## src/rtl/psrf_pkg.sv

```systemverilog
// ----------------------------------------------------------------------------
// psrf_pkg
// Shared types and constants for the paired shadow register flush block.
// ----------------------------------------------------------------------------
package psrf_pkg;

   localparam int REGS_PER_CHIP = 32;
   localparam int REG_W         = 5;
   localparam int CS_W          = 8;

   // command codes on the request side
   typedef enum logic [1:0] {
      CMD_WRITE = 2'd0,
      CMD_FLUSH = 2'd1,
      CMD_FORCE = 2'd2,
      CMD_RESET = 2'd3
   } cmd_op_type;

   // classified command handed from the front to the back end
   typedef struct packed {
      cmd_op_type       op;
      logic [2:0]       chip;
      logic [REG_W-1:0] reg_idx;
      logic [7:0]       value;
      logic [1:0]       pair;
      logic             has_right;
   } back_cmd_type;

   // one bus write
   typedef struct packed {
      logic [CS_W-1:0]  chip_select;
      logic [REG_W-1:0] bus_addr;
      logic [7:0]       bus_data;
      logic             reset_active;
      logic             last;
   } rsp_type;

   // update order, voice control registers held back until late
   localparam logic [REG_W-1:0] FLUSH_ORDER [REGS_PER_CHIP] = '{
      5'd0,  5'd1,  5'd2,  5'd3,  5'd5,  5'd6,
      5'd7,  5'd8,  5'd9,  5'd10, 5'd12, 5'd13,
      5'd14, 5'd15, 5'd16, 5'd17, 5'd19, 5'd20,
      5'd4,  5'd11, 5'd18,
      5'd21, 5'd22, 5'd23, 5'd24,
      5'd25, 5'd26, 5'd27, 5'd28, 5'd29, 5'd30, 5'd31
   };

endpackage

```

## src/rtl/psrf_ram.sv

```systemverilog
// ----------------------------------------------------------------------------
// psrf_ram
// Generic single write port, single read port RAM with registered read.
// ----------------------------------------------------------------------------
module psrf_ram #(
   parameter int WIDTH = 8,
   parameter int DEPTH = 32
) (
   input  logic                     clock,
   input  logic                     wr_en,
   input  logic [$clog2(DEPTH)-1:0] wr_addr,
   input  logic [WIDTH-1:0]         wr_data,
   input  logic                     rd_en,
   input  logic [$clog2(DEPTH)-1:0] rd_addr,
   output logic [WIDTH-1:0]         rd_data
);

   logic [WIDTH-1:0] mem [DEPTH];
   logic [WIDTH-1:0] rd_data_ff;

   always_ff @(posedge clock) begin
      if (wr_en) begin
         mem[wr_addr] <= wr_data;
      end
      if (rd_en) begin
         rd_data_ff <= mem[rd_addr];
      end
   end

   assign rd_data = rd_data_ff;

endmodule

```

## src/rtl/psrf_fifo.sv

```systemverilog
// ----------------------------------------------------------------------------
// psrf_fifo
// Small flop based first-in first-out queue.
// ----------------------------------------------------------------------------
module psrf_fifo #(
   parameter int WIDTH = 8,
   parameter int DEPTH = 2
) (
   input  logic             clock,
   input  logic             reset,
   input  logic             push,
   input  logic [WIDTH-1:0] push_data,
   output logic             full,
   input  logic             pop,
   output logic [WIDTH-1:0] pop_data,
   output logic             empty
);

   localparam int PW = (DEPTH > 1) ? $clog2(DEPTH) : 1;
   localparam int CW = $clog2(DEPTH + 1);

   logic [WIDTH-1:0] slot_ff [DEPTH];
   logic [PW-1:0]    wr_ptr_ff, wr_ptr_in;
   logic [PW-1:0]    rd_ptr_ff, rd_ptr_in;
   logic [CW-1:0]    count_ff, count_in;
   logic             do_push, do_pop;

   assign full     = (count_ff == CW'(DEPTH));
   assign empty    = (count_ff == '0);
   assign do_push  = push && !full;
   assign do_pop   = pop && !empty;
   assign pop_data = slot_ff[rd_ptr_ff];

   always_comb begin
      wr_ptr_in = wr_ptr_ff;
      rd_ptr_in = rd_ptr_ff;
      count_in  = count_ff;
      if (do_push) begin
         wr_ptr_in = (wr_ptr_ff == PW'(DEPTH - 1)) ? '0 : wr_ptr_ff + PW'(1);
      end
      if (do_pop) begin
         rd_ptr_in = (rd_ptr_ff == PW'(DEPTH - 1)) ? '0 : rd_ptr_ff + PW'(1);
      end
      if (do_push && !do_pop) begin
         count_in = count_ff + CW'(1);
      end else if (do_pop && !do_push) begin
         count_in = count_ff - CW'(1);
      end
   end

   always_ff @(posedge clock) begin
      if (reset) begin
         wr_ptr_ff <= '0;
         rd_ptr_ff <= '0;
         count_ff  <= '0;
      end else begin
         wr_ptr_ff <= wr_ptr_in;
         rd_ptr_ff <= rd_ptr_in;
         count_ff  <= count_in;
      end
      if (do_push) begin
         slot_ff[wr_ptr_ff] <= push_data;
      end
   end

endmodule

```

## src/rtl/psrf_front.sv

```systemverilog
// ----------------------------------------------------------------------------
// psrf_front
// Request decode: drops writes to absent chips and flushes of absent pairs,
// works out whether a pair has its right chip, and queues the rest.
// ----------------------------------------------------------------------------
module psrf_front #(
   parameter int NUM_CHIPS = 2
) (
   input  logic                  push,
   output logic                  full,
   input  logic [1:0]            req_cmd,
   input  logic [2:0]            req_chip_index,
   input  logic [4:0]            req_reg_index,
   input  logic [7:0]            req_reg_value,
   input  logic [1:0]            req_pair_index,
   output logic                  q_push,
   output psrf_pkg::back_cmd_type q_data,
   input  logic                  q_full
);

   import psrf_pkg::*;

   localparam logic [3:0] NCHIPS = 4'(NUM_CHIPS);

   cmd_op_type op;
   logic       keep;

   assign op = cmd_op_type'(req_cmd);

   always_comb begin
      case (op)
         CMD_WRITE: keep = ({1'b0, req_chip_index} < NCHIPS);
         CMD_FLUSH: keep = ({1'b0, req_pair_index, 1'b0} < NCHIPS);
         default:   keep = 1'b1;
      endcase
   end

   always_comb begin
      q_data.op        = op;
      q_data.chip      = req_chip_index;
      q_data.reg_idx   = req_reg_index;
      q_data.value     = req_reg_value;
      q_data.pair      = req_pair_index;
      q_data.has_right = ({1'b0, req_pair_index, 1'b1} < NCHIPS);
   end

   // dropped items are still taken from the requester
   assign full   = q_full;
   assign q_push = push && !q_full && keep;

endmodule

```

## src/rtl/psrf_back.sv

```systemverilog
// ----------------------------------------------------------------------------
// psrf_back
// Command engine: register file writes, force, reset write and the pair
// flush sequencer with its shadow compare.
// ----------------------------------------------------------------------------
module psrf_back #(
   parameter int NUM_CHIPS = 2
) (
   input  logic                   clock,
   input  logic                   reset,
   input  logic                   cmd_empty,
   output logic                   cmd_pop,
   input  psrf_pkg::back_cmd_type cmd_data,
   output logic                   out_push,
   output psrf_pkg::rsp_type      out_data,
   input  logic                   out_full
);

   import psrf_pkg::*;

   localparam int NPAIRS = (NUM_CHIPS + 1) / 2;
   localparam int DEPTH  = NPAIRS * REGS_PER_CHIP;
   localparam int AW     = $clog2(DEPTH);
   localparam int IW     = $clog2(REGS_PER_CHIP + 1);

   typedef enum logic [2:0] {
      ST_IDLE,
      ST_WR_READ,
      ST_WR_COMMIT,
      ST_FLUSH,
      ST_RESET
   } state_type;

   state_type        state_ff, state_in;
   back_cmd_type     cmd_ff, cmd_in;
   logic [IW-1:0]    idx_ff, idx_in;
   logic             ev_valid_ff, ev_valid_in;
   logic [REG_W-1:0] ev_reg_ff, ev_reg_in;
   logic             ev_lval_ff, ev_lval_in;
   logic             ev_lfrc_ff, ev_lfrc_in;
   logic             ev_rval_ff, ev_rval_in;
   logic             ev_rfrc_ff, ev_rfrc_in;
   logic             second_ff, second_in;
   logic             hold_valid_ff, hold_valid_in;
   rsp_type          hold_ff, hold_in;
   logic [1:0][DEPTH-1:0] valid_ff, valid_in;
   logic [1:0][DEPTH-1:0] forced_ff, forced_in;

   // bank 0 holds even chips, bank 1 odd chips
   logic [1:0]       work_we, shad_we;
   logic [1:0][7:0]  work_wdata, shad_wdata, work_rdata, shad_rdata;
   logic [AW-1:0]    wr_addr, rd_addr;
   logic             rd_en;

   for (genvar b = 0; b < 2; b++) begin : g_bank
      psrf_ram #(.WIDTH(8), .DEPTH(DEPTH)) u_work (
         .clock   (clock),
         .wr_en   (work_we[b]),
         .wr_addr (wr_addr),
         .wr_data (work_wdata[b]),
         .rd_en   (rd_en),
         .rd_addr (rd_addr),
         .rd_data (work_rdata[b])
      );
      psrf_ram #(.WIDTH(8), .DEPTH(DEPTH)) u_shad (
         .clock   (clock),
         .wr_en   (shad_we[b]),
         .wr_addr (wr_addr),
         .wr_data (shad_wdata[b]),
         .rd_en   (rd_en),
         .rd_addr (rd_addr),
         .rd_data (shad_rdata[b])
      );
   end

   logic [AW-1:0]    ev_addr, cw_addr, issue_addr;
   logic [REG_W-1:0] issue_reg;
   logic [7:0]       lw, ls, rw, rs, old_work;
   logic             l_pend, r_pend, shared, can_emit;
   logic [CS_W-1:0]  cs_l, cs_r;
   logic             emit, done, set_second, fire, advance;
   logic             wr_l, wr_r;
   rsp_type          item;
   logic             cb;

   assign ev_addr    = AW'({cmd_ff.pair, ev_reg_ff});
   assign cw_addr    = AW'({cmd_ff.chip[2:1], cmd_ff.reg_idx});
   assign issue_reg  = FLUSH_ORDER[idx_ff[REG_W-1:0]];
   assign issue_addr = AW'({cmd_ff.pair, issue_reg});
   assign cb         = cmd_ff.chip[0];

   // a forced entry reads as the inverse of its working byte
   assign lw       = ev_lval_ff ? work_rdata[0] : 8'h00;
   assign ls       = ev_lfrc_ff ? ~lw : shad_rdata[0];
   assign rw       = ev_rval_ff ? work_rdata[1] : 8'h00;
   assign rs       = ev_rfrc_ff ? ~rw : shad_rdata[1];
   assign l_pend   = (lw != ls);
   assign r_pend   = cmd_ff.has_right && (rw != rs);
   assign shared   = cmd_ff.has_right && (lw == rw);
   assign cs_l     = CS_W'(1) << {cmd_ff.pair, 1'b0};
   assign cs_r     = CS_W'(1) << {cmd_ff.pair, 1'b1};
   assign can_emit = !hold_valid_ff || !out_full;
   assign old_work = valid_ff[cb][cw_addr] ? work_rdata[cb] : 8'h00;

   // outcome of the register under evaluation
   always_comb begin
      emit       = 1'b0;
      done       = 1'b1;
      set_second = 1'b0;
      wr_l       = 1'b0;
      wr_r       = 1'b0;
      item       = '{chip_select: cs_l, bus_addr: ev_reg_ff, bus_data: lw,
                     reset_active: 1'b0, last: 1'b0};
      if (second_ff) begin
         emit             = 1'b1;
         wr_r             = 1'b1;
         item.chip_select = cs_r;
         item.bus_data    = rw;
      end else if (l_pend && shared) begin
         emit             = 1'b1;
         wr_l             = 1'b1;
         wr_r             = 1'b1;
         item.chip_select = cs_l | cs_r;
      end else if (l_pend) begin
         emit       = 1'b1;
         wr_l       = 1'b1;
         done       = !r_pend;
         set_second = r_pend;
      end else if (r_pend) begin
         emit             = 1'b1;
         wr_r             = 1'b1;
         item.chip_select = cs_r;
         item.bus_data    = rw;
      end
      fire = !emit || can_emit;
   end

   always_comb begin
      state_in      = state_ff;
      cmd_in        = cmd_ff;
      idx_in        = idx_ff;
      ev_valid_in   = ev_valid_ff;
      ev_reg_in     = ev_reg_ff;
      ev_lval_in    = ev_lval_ff;
      ev_lfrc_in    = ev_lfrc_ff;
      ev_rval_in    = ev_rval_ff;
      ev_rfrc_in    = ev_rfrc_ff;
      second_in     = second_ff;
      hold_valid_in = hold_valid_ff;
      hold_in       = hold_ff;
      valid_in      = valid_ff;
      forced_in     = forced_ff;
      cmd_pop       = 1'b0;
      out_push      = 1'b0;
      out_data      = hold_ff;
      work_we       = '0;
      shad_we       = '0;
      work_wdata    = '0;
      shad_wdata    = '0;
      wr_addr       = ev_addr;
      rd_addr       = issue_addr;
      rd_en         = 1'b0;
      advance       = 1'b0;

      case (state_ff)
         ST_IDLE: begin
            if (!cmd_empty) begin
               cmd_pop = 1'b1;
               cmd_in  = cmd_data;
               case (cmd_data.op)
                  CMD_WRITE: state_in = ST_WR_READ;
                  CMD_FLUSH: begin
                     idx_in      = '0;
                     ev_valid_in = 1'b0;
                     second_in   = 1'b0;
                     state_in    = ST_FLUSH;
                  end
                  CMD_FORCE: forced_in = '1;
                  CMD_RESET: state_in = ST_RESET;
                  default:   state_in = ST_IDLE;
               endcase
            end
         end

         ST_WR_READ: begin
            rd_en    = 1'b1;
            rd_addr  = cw_addr;
            state_in = ST_WR_COMMIT;
         end

         ST_WR_COMMIT: begin
            wr_addr                = cw_addr;
            work_we[cb]            = 1'b1;
            work_wdata[cb]         = cmd_ff.value;
            valid_in[cb][cw_addr]  = 1'b1;
            // a forced entry keeps the inverse of the byte it was forced from
            if (forced_ff[cb][cw_addr]) begin
               shad_we[cb]            = 1'b1;
               shad_wdata[cb]         = ~old_work;
               forced_in[cb][cw_addr] = 1'b0;
            end
            state_in = ST_IDLE;
         end

         ST_FLUSH: begin
            if (ev_valid_ff) begin
               if (fire) begin
                  shad_wdata[0] = lw;
                  shad_wdata[1] = rw;
                  if (wr_l) begin
                     shad_we[0]           = 1'b1;
                     forced_in[0][ev_addr] = 1'b0;
                  end
                  if (wr_r) begin
                     shad_we[1]           = 1'b1;
                     forced_in[1][ev_addr] = 1'b0;
                  end
                  if (emit) begin
                     out_push      = hold_valid_ff;
                     hold_in       = item;
                     hold_valid_in = 1'b1;
                  end
                  second_in = set_second;
                  advance   = done;
               end
            end else begin
               advance = 1'b1;
            end

            if (advance) begin
               if (idx_ff < IW'(REGS_PER_CHIP)) begin
                  rd_en       = 1'b1;
                  ev_valid_in = 1'b1;
                  ev_reg_in   = issue_reg;
                  ev_lval_in  = valid_ff[0][issue_addr];
                  ev_lfrc_in  = forced_ff[0][issue_addr];
                  ev_rval_in  = valid_ff[1][issue_addr];
                  ev_rfrc_in  = forced_ff[1][issue_addr];
                  idx_in      = idx_ff + IW'(1);
               end else begin
                  ev_valid_in = 1'b0;
                  if (!ev_valid_ff) begin
                     // walk done, the held write is the final one
                     if (!hold_valid_ff) begin
                        state_in = ST_IDLE;
                     end else if (!out_full) begin
                        out_push      = 1'b1;
                        out_data.last = 1'b1;
                        hold_valid_in = 1'b0;
                        state_in      = ST_IDLE;
                     end
                  end
               end
            end
         end

         ST_RESET: begin
            if (!out_full) begin
               out_push  = 1'b1;
               out_data  = '{chip_select: '1, bus_addr: '0, bus_data: '0,
                             reset_active: 1'b1, last: 1'b1};
               forced_in = '1;
               state_in  = ST_IDLE;
            end
         end

         default: state_in = ST_IDLE;
      endcase
   end

   always_ff @(posedge clock) begin
      if (reset) begin
         state_ff      <= ST_IDLE;
         idx_ff        <= '0;
         ev_valid_ff   <= 1'b0;
         second_ff     <= 1'b0;
         hold_valid_ff <= 1'b0;
         valid_ff      <= '0;
         forced_ff     <= '1;
      end else begin
         state_ff      <= state_in;
         idx_ff        <= idx_in;
         ev_valid_ff   <= ev_valid_in;
         second_ff     <= second_in;
         hold_valid_ff <= hold_valid_in;
         valid_ff      <= valid_in;
         forced_ff     <= forced_in;
      end
      cmd_ff     <= cmd_in;
      ev_reg_ff  <= ev_reg_in;
      ev_lval_ff <= ev_lval_in;
      ev_lfrc_ff <= ev_lfrc_in;
      ev_rval_ff <= ev_rval_in;
      ev_rfrc_ff <= ev_rfrc_in;
      hold_ff    <= hold_in;
   end

   a_no_push_when_full: assert property (@(posedge clock) disable iff (reset)
      out_push |-> !out_full)
      else $error("result pushed into a full queue");

   a_reset_write_shape: assert property (@(posedge clock) disable iff (reset)
      (out_push && out_data.reset_active) |->
         (out_data.last && out_data.chip_select == '1))
      else $error("reset write malformed");

   a_second_only_in_flush: assert property (@(posedge clock) disable iff (reset)
      second_ff |-> (state_ff == ST_FLUSH && ev_valid_ff))
      else $error("split write outside a flush");

   a_idle_hold_empty: assert property (@(posedge clock) disable iff (reset)
      (state_ff == ST_IDLE) |-> !hold_valid_ff)
      else $error("held write left behind after a flush");

   a_index_in_range: assert property (@(posedge clock) disable iff (reset)
      (state_ff == ST_FLUSH) |-> (idx_ff <= IW'(REGS_PER_CHIP)))
      else $error("flush index ran past the register file");

endmodule

```

## src/rtl/paired_shadow_register_flush.sv

```systemverilog
// ----------------------------------------------------------------------------
// paired_shadow_register_flush
// Working and shadow register files for a set of sound chips, with a pair
// flush that turns changed bytes into bus writes.
// ----------------------------------------------------------------------------
// Both sides behave as a queue. A write item passes the idle, read and commit
// states of the engine, a force only the idle state, a reset write the idle and
// reset states. A flush walks the pair's 32 registers in update order at one
// register per cycle while the result queue has room, with an extra step for
// each register where both chips need separate writes. The pace is set by the
// shadow compare sequencer, which reads both chips' working and shadow bytes
// from banked RAMs once per register, and by the result queue when the consumer
// stalls. Writes, forces, flushes that produce nothing and flushes of absent
// pairs give no result item. There is no clearing pass after reset.
// ----------------------------------------------------------------------------
module paired_shadow_register_flush #(
   parameter int NUM_CHIPS = 2
) (
   input  logic       clock,
   input  logic       reset,
   // request queue
   input  logic       push,
   output logic       full,
   input  logic [1:0] req_cmd,
   input  logic [2:0] req_chip_index,
   input  logic [4:0] req_reg_index,
   input  logic [7:0] req_reg_value,
   input  logic [1:0] req_pair_index,
   // result queue
   output logic       empty,
   input  logic       pop,
   output logic [7:0] rsp_chip_select,
   output logic [4:0] rsp_bus_addr,
   output logic [7:0] rsp_bus_data,
   output logic       rsp_reset_active,
   output logic       rsp_last
);

   import psrf_pkg::*;

   localparam int CMD_W  = $bits(back_cmd_type);
   localparam int RSP_W  = $bits(rsp_type);
   // command queue lets the front keep taking items during a long flush
   localparam int CMDQ_D = 4;
   localparam int RSPQ_D = 2;

   back_cmd_type front_cmd, back_cmd;
   logic         front_push, cmdq_full, cmdq_empty, cmd_pop;
   rsp_type      eng_rsp, head_rsp;
   logic         eng_push, rspq_full;

   // decode and drop items for absent chips
   psrf_front #(.NUM_CHIPS(NUM_CHIPS)) u_front (
      .push           (push),
      .full           (full),
      .req_cmd        (req_cmd),
      .req_chip_index (req_chip_index),
      .req_reg_index  (req_reg_index),
      .req_reg_value  (req_reg_value),
      .req_pair_index (req_pair_index),
      .q_push         (front_push),
      .q_data         (front_cmd),
      .q_full         (cmdq_full)
   );

   // queue between decode and engine
   psrf_fifo #(.WIDTH(CMD_W), .DEPTH(CMDQ_D)) u_cmdq (
      .clock     (clock),
      .reset     (reset),
      .push      (front_push),
      .push_data (front_cmd),
      .full      (cmdq_full),
      .pop       (cmd_pop),
      .pop_data  (back_cmd),
      .empty     (cmdq_empty)
   );

   // register files and flush sequencer
   psrf_back #(.NUM_CHIPS(NUM_CHIPS)) u_back (
      .clock     (clock),
      .reset     (reset),
      .cmd_empty (cmdq_empty),
      .cmd_pop   (cmd_pop),
      .cmd_data  (back_cmd),
      .out_push  (eng_push),
      .out_data  (eng_rsp),
      .out_full  (rspq_full)
   );

   // result queue, decouples the engine from the consumer
   psrf_fifo #(.WIDTH(RSP_W), .DEPTH(RSPQ_D)) u_rspq (
      .clock     (clock),
      .reset     (reset),
      .push      (eng_push),
      .push_data (eng_rsp),
      .full      (rspq_full),
      .pop       (pop),
      .pop_data  (head_rsp),
      .empty     (empty)
   );

   // oldest write item onto the ports
   assign rsp_chip_select  = head_rsp.chip_select;
   assign rsp_bus_addr     = head_rsp.bus_addr;
   assign rsp_bus_data     = head_rsp.bus_data;
   assign rsp_reset_active = head_rsp.reset_active;
   assign rsp_last         = head_rsp.last;

endmodule
```

## config.mk

```make
export PLATFORM = sky130hd
export DESIGN_NAME = paired_shadow_register_flush
export DESIGN_NICKNAME = d
export VERILOG_FILES = /design/src/rtl/psrf_pkg.sv /design/src/rtl/psrf_ram.sv /design/src/rtl/psrf_fifo.sv /design/src/rtl/psrf_front.sv /design/src/rtl/psrf_back.sv /design/src/rtl/paired_shadow_register_flush.sv
export SDC_FILE = /design/constraint.sdc
export NUM_CORES = 2
export LEC_CHECK = 0
export BUFFER_PORTS_ARGS = -buffer_cell sky130_fd_sc_hd__buf_2
export CORE_ASPECT_RATIO = 1.5
export CORE_MARGIN = 2
export CORE_UTILIZATION = 50
export CTS_BUF_LIST = sky130_fd_sc_hd__clkbuf_4 sky130_fd_sc_hd__clkbuf_8
export DETAILED_ROUTE_END_ITERATION = 10
export PLACE_DENSITY = 0.62
export SKIP_LAST_GASP = 1
export SLEW_MARGIN = 20
export SYNTH_ARGS = -nofsm -noshare
export SYNTH_HDL_FRONTEND = slang
export SYNTH_SLANG_ARGS = --single-unit
```

## constraint.sdc

```tcl
create_clock -name clock -period 6.1 [get_ports clock]
set_input_delay 0.305 -clock clock [delete_from_list [all_inputs] [get_ports clock]]
set_output_delay 0.305 -clock clock [all_outputs]
set_load 0.1 [all_outputs]
```

==> metrics.txt <==
# TYPE chip_impl_metric gauge
chip_impl_info{name="status",value="complete, no violations"} 1
chip_impl_metric{name="syn-num-nets",unit=""} 4422
chip_impl_metric{name="cts_repair_resize_count",unit=""} 0
chip_impl_metric{name="static-leakage-power",unit="nW"} 21.3
chip_impl_metric{name="1st_iter_drt_viols",unit=""} 3703
chip_impl_metric{name="crit_fanout",unit=""} 18
chip_impl_info{name="cts.root.buffer_cell",value="sky130_fd_sc_hd__clkbuf_8"} 1
chip_impl_metric{name="floorplan.rows",unit=""} 151
chip_impl_info{name="cts_tree",value="yes"} 1
chip_impl_metric{name="htree_levels",unit=""} 4
chip_impl_metric{name="cap_viol_max_count",unit=""} 0
chip_impl_metric{name="ys_seq_area_share",unit="%"} 69.9
chip_impl_metric{name="grt_max_degree",unit=""} 106
chip_impl_metric{name="layout-drive-gt1-share",unit="%"} 14.6
chip_impl_info{name="layout.cells.most_common_list",value="sky130_fd_sc_hd__edfxtp_1 (1225), sky130_fd_sc_hd__nand2_1 (777), sky130_fd_sc_hd__nor2_1 (376)"} 1
chip_impl_metric{name="synth-edff-count",unit=""} 1225
chip_impl_metric{name="seqPwrFrac",unit="%"} 44.2
chip_impl_metric{name="detail_route.vias_per_cell",unit=""} 6.13
chip_impl_metric{name="die_y",unit="microns"} 418
chip_impl_metric{name="cts.sinks",unit=""} 1379
chip_impl_metric{name="worstMarginPinSlew",unit="ns"} 1.14
chip_impl_metric{name="drt_pre_antenna_iters",unit=""} 9
chip_impl_metric{name="numCtsBuffers",unit=""} 191
chip_impl_metric{name="remaining_drc_errors",unit=""} 0
chip_impl_metric{name="finalNonFillerCells",unit=""} 6083
chip_impl_metric{name="power_switching_share",unit="%"} 34.4
chip_impl_metric{name="worst-path-buf-inv",unit=""} 2
chip_impl_metric{name="power_density",unit="nW/um^2"} 408
chip_impl_metric{name="finalWirelength",unit="microns"} 170000
chip_impl_metric{name="worst-endpoint-required",unit="ns"} 6.67
chip_impl_metric{name="synthToLayoutAreaGrowth",unit="%"} 10.9
chip_impl_info{name="worst_setup_path_class",value="flop to flop"} 1
chip_impl_info{name="critical_path.top_delay_family",value="flip-flops"} 1
chip_impl_metric{name="worst_slew_margin_rel",unit="%"} 23.9
chip_impl_metric{name="io_pins",unit=""} 49
chip_impl_metric{name="regArea",unit="sq um"} 39900
chip_impl_metric{name="clock_latency",unit="ns"} 0.93
chip_impl_info{name="setup_repair_after_global_routing_missed_its_margin",value="false"} 1
chip_impl_metric{name="synth_warnings",unit=""} 0
chip_impl_metric{name="setup_total_negative_slack",unit="ns"} 0
chip_impl_metric{name="report.power.total",unit="mW"} 25.8
chip_impl_info{name="timing.hold.worst.class",value="primary input to flop"} 1
chip_impl_metric{name="design.core.area",unit="sq um"} 113000
chip_impl_metric{name="cp_slowest_stage_delay",unit="ns"} 0.98
chip_impl_metric{name="max_clk_rate",unit="MHz"} 210
chip_impl_metric{name="async_sr_flop_fraction",unit="%"} 0
chip_impl_metric{name="finalWeightedCongestion",unit=""} 0.933
chip_impl_info{name="type_of_element_launching_the_critical_path",value="flop"} 1
chip_impl_metric{name="setup_viol_count_final",unit=""} 0
chip_impl_metric{name="ir_drop",unit="mV"} 0.375
chip_impl_info{name="worst_path_most_repeated_cell",value="sky130_fd_sc_hd__buf_4"} 1
chip_impl_metric{name="clock_tree.buffer_depth",unit=""} 3
chip_impl_metric{name="multi_input_comb_area",unit="sq um"} 15800
chip_impl_metric{name="grt_first_pass_wirelength",unit="microns"} 244000
chip_impl_info{name="biggest_area_consumer_among_synthesized_cells",value="sky130_fd_sc_hd__edfxtp_1"} 1
chip_impl_metric{name="number_of_flip_flops_and_latches_in_the_synthesized_netlist",unit=""} 1379
chip_impl_metric{name="wire_per_inst",unit="microns"} 27.9
chip_impl_metric{name="yosys.area.top_type_share",unit="%"} 64.5
chip_impl_metric{name="nets",unit=""} 4516
chip_impl_metric{name="dpl.cell_count",unit=""} 5708
chip_impl_metric{name="power_frac_comb",unit="%"} 27.0
chip_impl_metric{name="vias",unit=""} 37300
chip_impl_metric{name="initial_utilization",unit="%"} 50.5
chip_impl_metric{name="final.period_utilization",unit="%"} 78.2
chip_impl_info{name="path_cells",value="buf_4 -> mux4_2 -> mux2i_1 -> a22oi_1 -> and4_1 -> nand2_1 -> o21a_1 -> buf_4 -> nor2_1"} 1
chip_impl_metric{name="syn-cell-area",unit="sq um"} 57000
chip_impl_metric{name="clockPowerShare",unit="%"} 28.7
chip_impl_info{name="final_common_cell",value="sky130_fd_sc_hd__edfxtp_1"} 1
chip_impl_metric{name="final.setup_skew",unit="ns"} 0.0560
chip_impl_metric{name="dpl.hpwl",unit="microns"} 112000
chip_impl_metric{name="p_int",unit="mW"} 16.9
chip_impl_metric{name="final_max_slew_viol_count",unit=""} 0
chip_impl_metric{name="netlist_instances",unit=""} 4376
chip_impl_metric{name="die_w",unit="microns"} 280
chip_impl_metric{name="port_buffers",unit=""} 48
chip_impl_metric{name="preCtsSetupSlack",unit="ns"} 1.42
chip_impl_metric{name="floorplan_die_area",unit="sq um"} 117000
chip_impl_info{name="crit_path_top_delay_cell",value="sky130_fd_sc_hd__edfxtp_1"} 1
chip_impl_metric{name="global_route.usage.total",unit="%"} 29.0
chip_impl_metric{name="synth.distinct_cells",unit=""} 82
chip_impl_metric{name="number_of_antenna_violations_at_the_first_check_in_global_routing",unit=""} 10
chip_impl_metric{name="count_of_filler_cells_inserted_in_the_layout",unit=""} 9360
chip_impl_metric{name="power_switching",unit="mW"} 8.89
chip_impl_metric{name="grt-ovfl-total",unit=""} 0
chip_impl_metric{name="final-hold-violation-count",unit=""} 0
chip_impl_metric{name="synth_area_per_inst",unit="sq um"} 13.0
chip_impl_info{name="setup.worst_path.end_class",value="flop"} 1
chip_impl_metric{name="clk_pin_slew",unit="ns"} 0.07
chip_impl_info{name="post_synth_main_area_contributors",value="sky130_fd_sc_hd__edfxtp_1 (65%), sky130_fd_sc_hd__dfxtp_1 (5.4%), sky130_fd_sc_hd__nand2_1 (5.1%), sky130_fd_sc_hd__mux2i_1 (3.0%), sky130_fd_sc_hd__nor2_1 (2.5%)"} 1
chip_impl_info{name="main_synth_ff_type",value="sky130_fd_sc_hd__edfxtp_1"} 1
chip_impl_metric{name="cp.arrival",unit="ns"} 5.34
chip_impl_metric{name="layout_min_cycle_time",unit="ns"} 4.77
chip_impl_metric{name="route.antenna.remaining_nets",unit=""} 0
chip_impl_metric{name="first_global_vias",unit=""} 36500
chip_impl_metric{name="layout_setup_ws",unit="ns"} 1.33
-- cell type report --
class / instances / share of cell area (%)
diodes: 6 / 0.0238
clock buffers: 277 / 5.40
clock inverters: 70 / 0.879
inverters: 71 / 0.422
multi-input cells: 2634 / 25.1
flip-flops and latches: 1379 / 63.1
well taps: 1453 / 2.88
repair buffers: 193 / 2.27
-- flip-flops by register name, summed over array words and instances, names as in the netlist, 2 cells and up, named ones only --
signal,flops
u_rspq.slot_ff,46
u_back.hold_ff,21
u_back.ev_addr,5
u_cmdq.wr_ptr_ff,2
u_back.idx_ff,6
u_back.g_bank.u_shad.mem,512
u_back.cw_addr,5
u_back.state_ff,3
u_cmdq.count_ff,3
u_back.g_bank.u_shad.rd_data,16
u_back.g_bank.u_work.rd_data,16
u_back.forced_ff,64
u_cmdq.slot_ff,76
u_back.valid_ff,64
u_back.cmd_ff,11
u_back.g_bank.u_work.mem,512
u_rspq.count_ff,2
u_cmdq.rd_ptr_ff,2
-- cell usage after synthesis, drive strengths merged, types with 36 or more instances --
| master | n |
|---|---|
| nor4 | 36 |
| nand3 | 131 |
| mux4 | 47 |
| o32ai | 41 |
| buf | 136 |
| inv | 70 |
| and2 | 36 |
| clkbuf | 156 |
| nand2 | 779 |
| o21ai | 99 |
| dfxtp | 154 |
| o211ai | 37 |
| a21oi | 293 |
| mux2 | 45 |
| mux2i | 172 |
| o22ai | 106 |
| nor2 | 386 |
| edfxtp | 1225 |
| a32oi | 63 |
| a221oi | 42 |
| a31oi | 37 |
-- per-layer routing --
metal	global-route usage (%)	share of wire (%)
met2	49.6	50
met3	5.70	7.2
met1	33.5	35
met5	0	0.050
met4	18.0	6.9
-- per-stage QoR --
stage                     utilization (%)  instance area, sq um  hold WS, ns
after floorplan                         -                 57000        0.404
after global placement               52.2                 59000        0.467
after detailed placement             52.2                 59000        0.477
after CTS                            55.9                 63200       0.0336
after global routing                 55.9                 63200       0.0844
final                                56.0                 63200        0.134
-- power by group through the flow --
stage | logic [mW] | registers, mW | clock network, mW
global route | 7.46 | 11.4 | 7.85
global placement | 6.84 | 11.6 | 0
floorplan | 4.76 | 11.3 | 0
CTS | 6.95 | 11.4 | 7.50
finish | 6.97 | 11.4 | 7.42
detailed placement | 6.92 | 11.6 | 0
-- cell families (layout without fill, tap and decap cells) --
logic type                 after synthesis  after routing  share of synthesized area [%]
buffers and inverters                  363            611                           2.83
DFF                                   1379           1379                           69.9
and+or+nand+nor                       1529           1529                           11.5
xor gates and xnor gates                14             14                          0.215
muxes                                  264            264                           5.77
other                                    0              6                              0
AOI/OAI and AO/OA                      804            804                           9.29
adders and majority gates               23             23                          0.514
-- worst paths after layout --
check             cells after the start                             start                                           end  slack, ns
hold reg to reg                       2  u_back.valid_ff[32]$_SDFFE_PP0P_              u_back.valid_ff[32]$_SDFFE_PP0P_       0.50
hold / removal                        2                  req_reg_index[1]               u_cmdq.slot_ff[3][12]$_DFFE_PP_       0.13
setup / recovery                      9       u_back.cw_addr[1]$_DFFE_PP_  u_back.g_bank[1].u_shad.mem[11][4]$_DFFE_PP_       1.33
setup reg to reg                      9       u_back.cw_addr[1]$_DFFE_PP_  u_back.g_bank[1].u_shad.mem[11][4]$_DFFE_PP_       1.33
-- what timing repair did --
item	4_1_cts	5_1_grt
buffers inserted	0	0
endpoints found under the hold margin	91	0
hold buffers	22	0
endpoints found under the setup margin	0	0
Power figures use the tool's default switching activity.
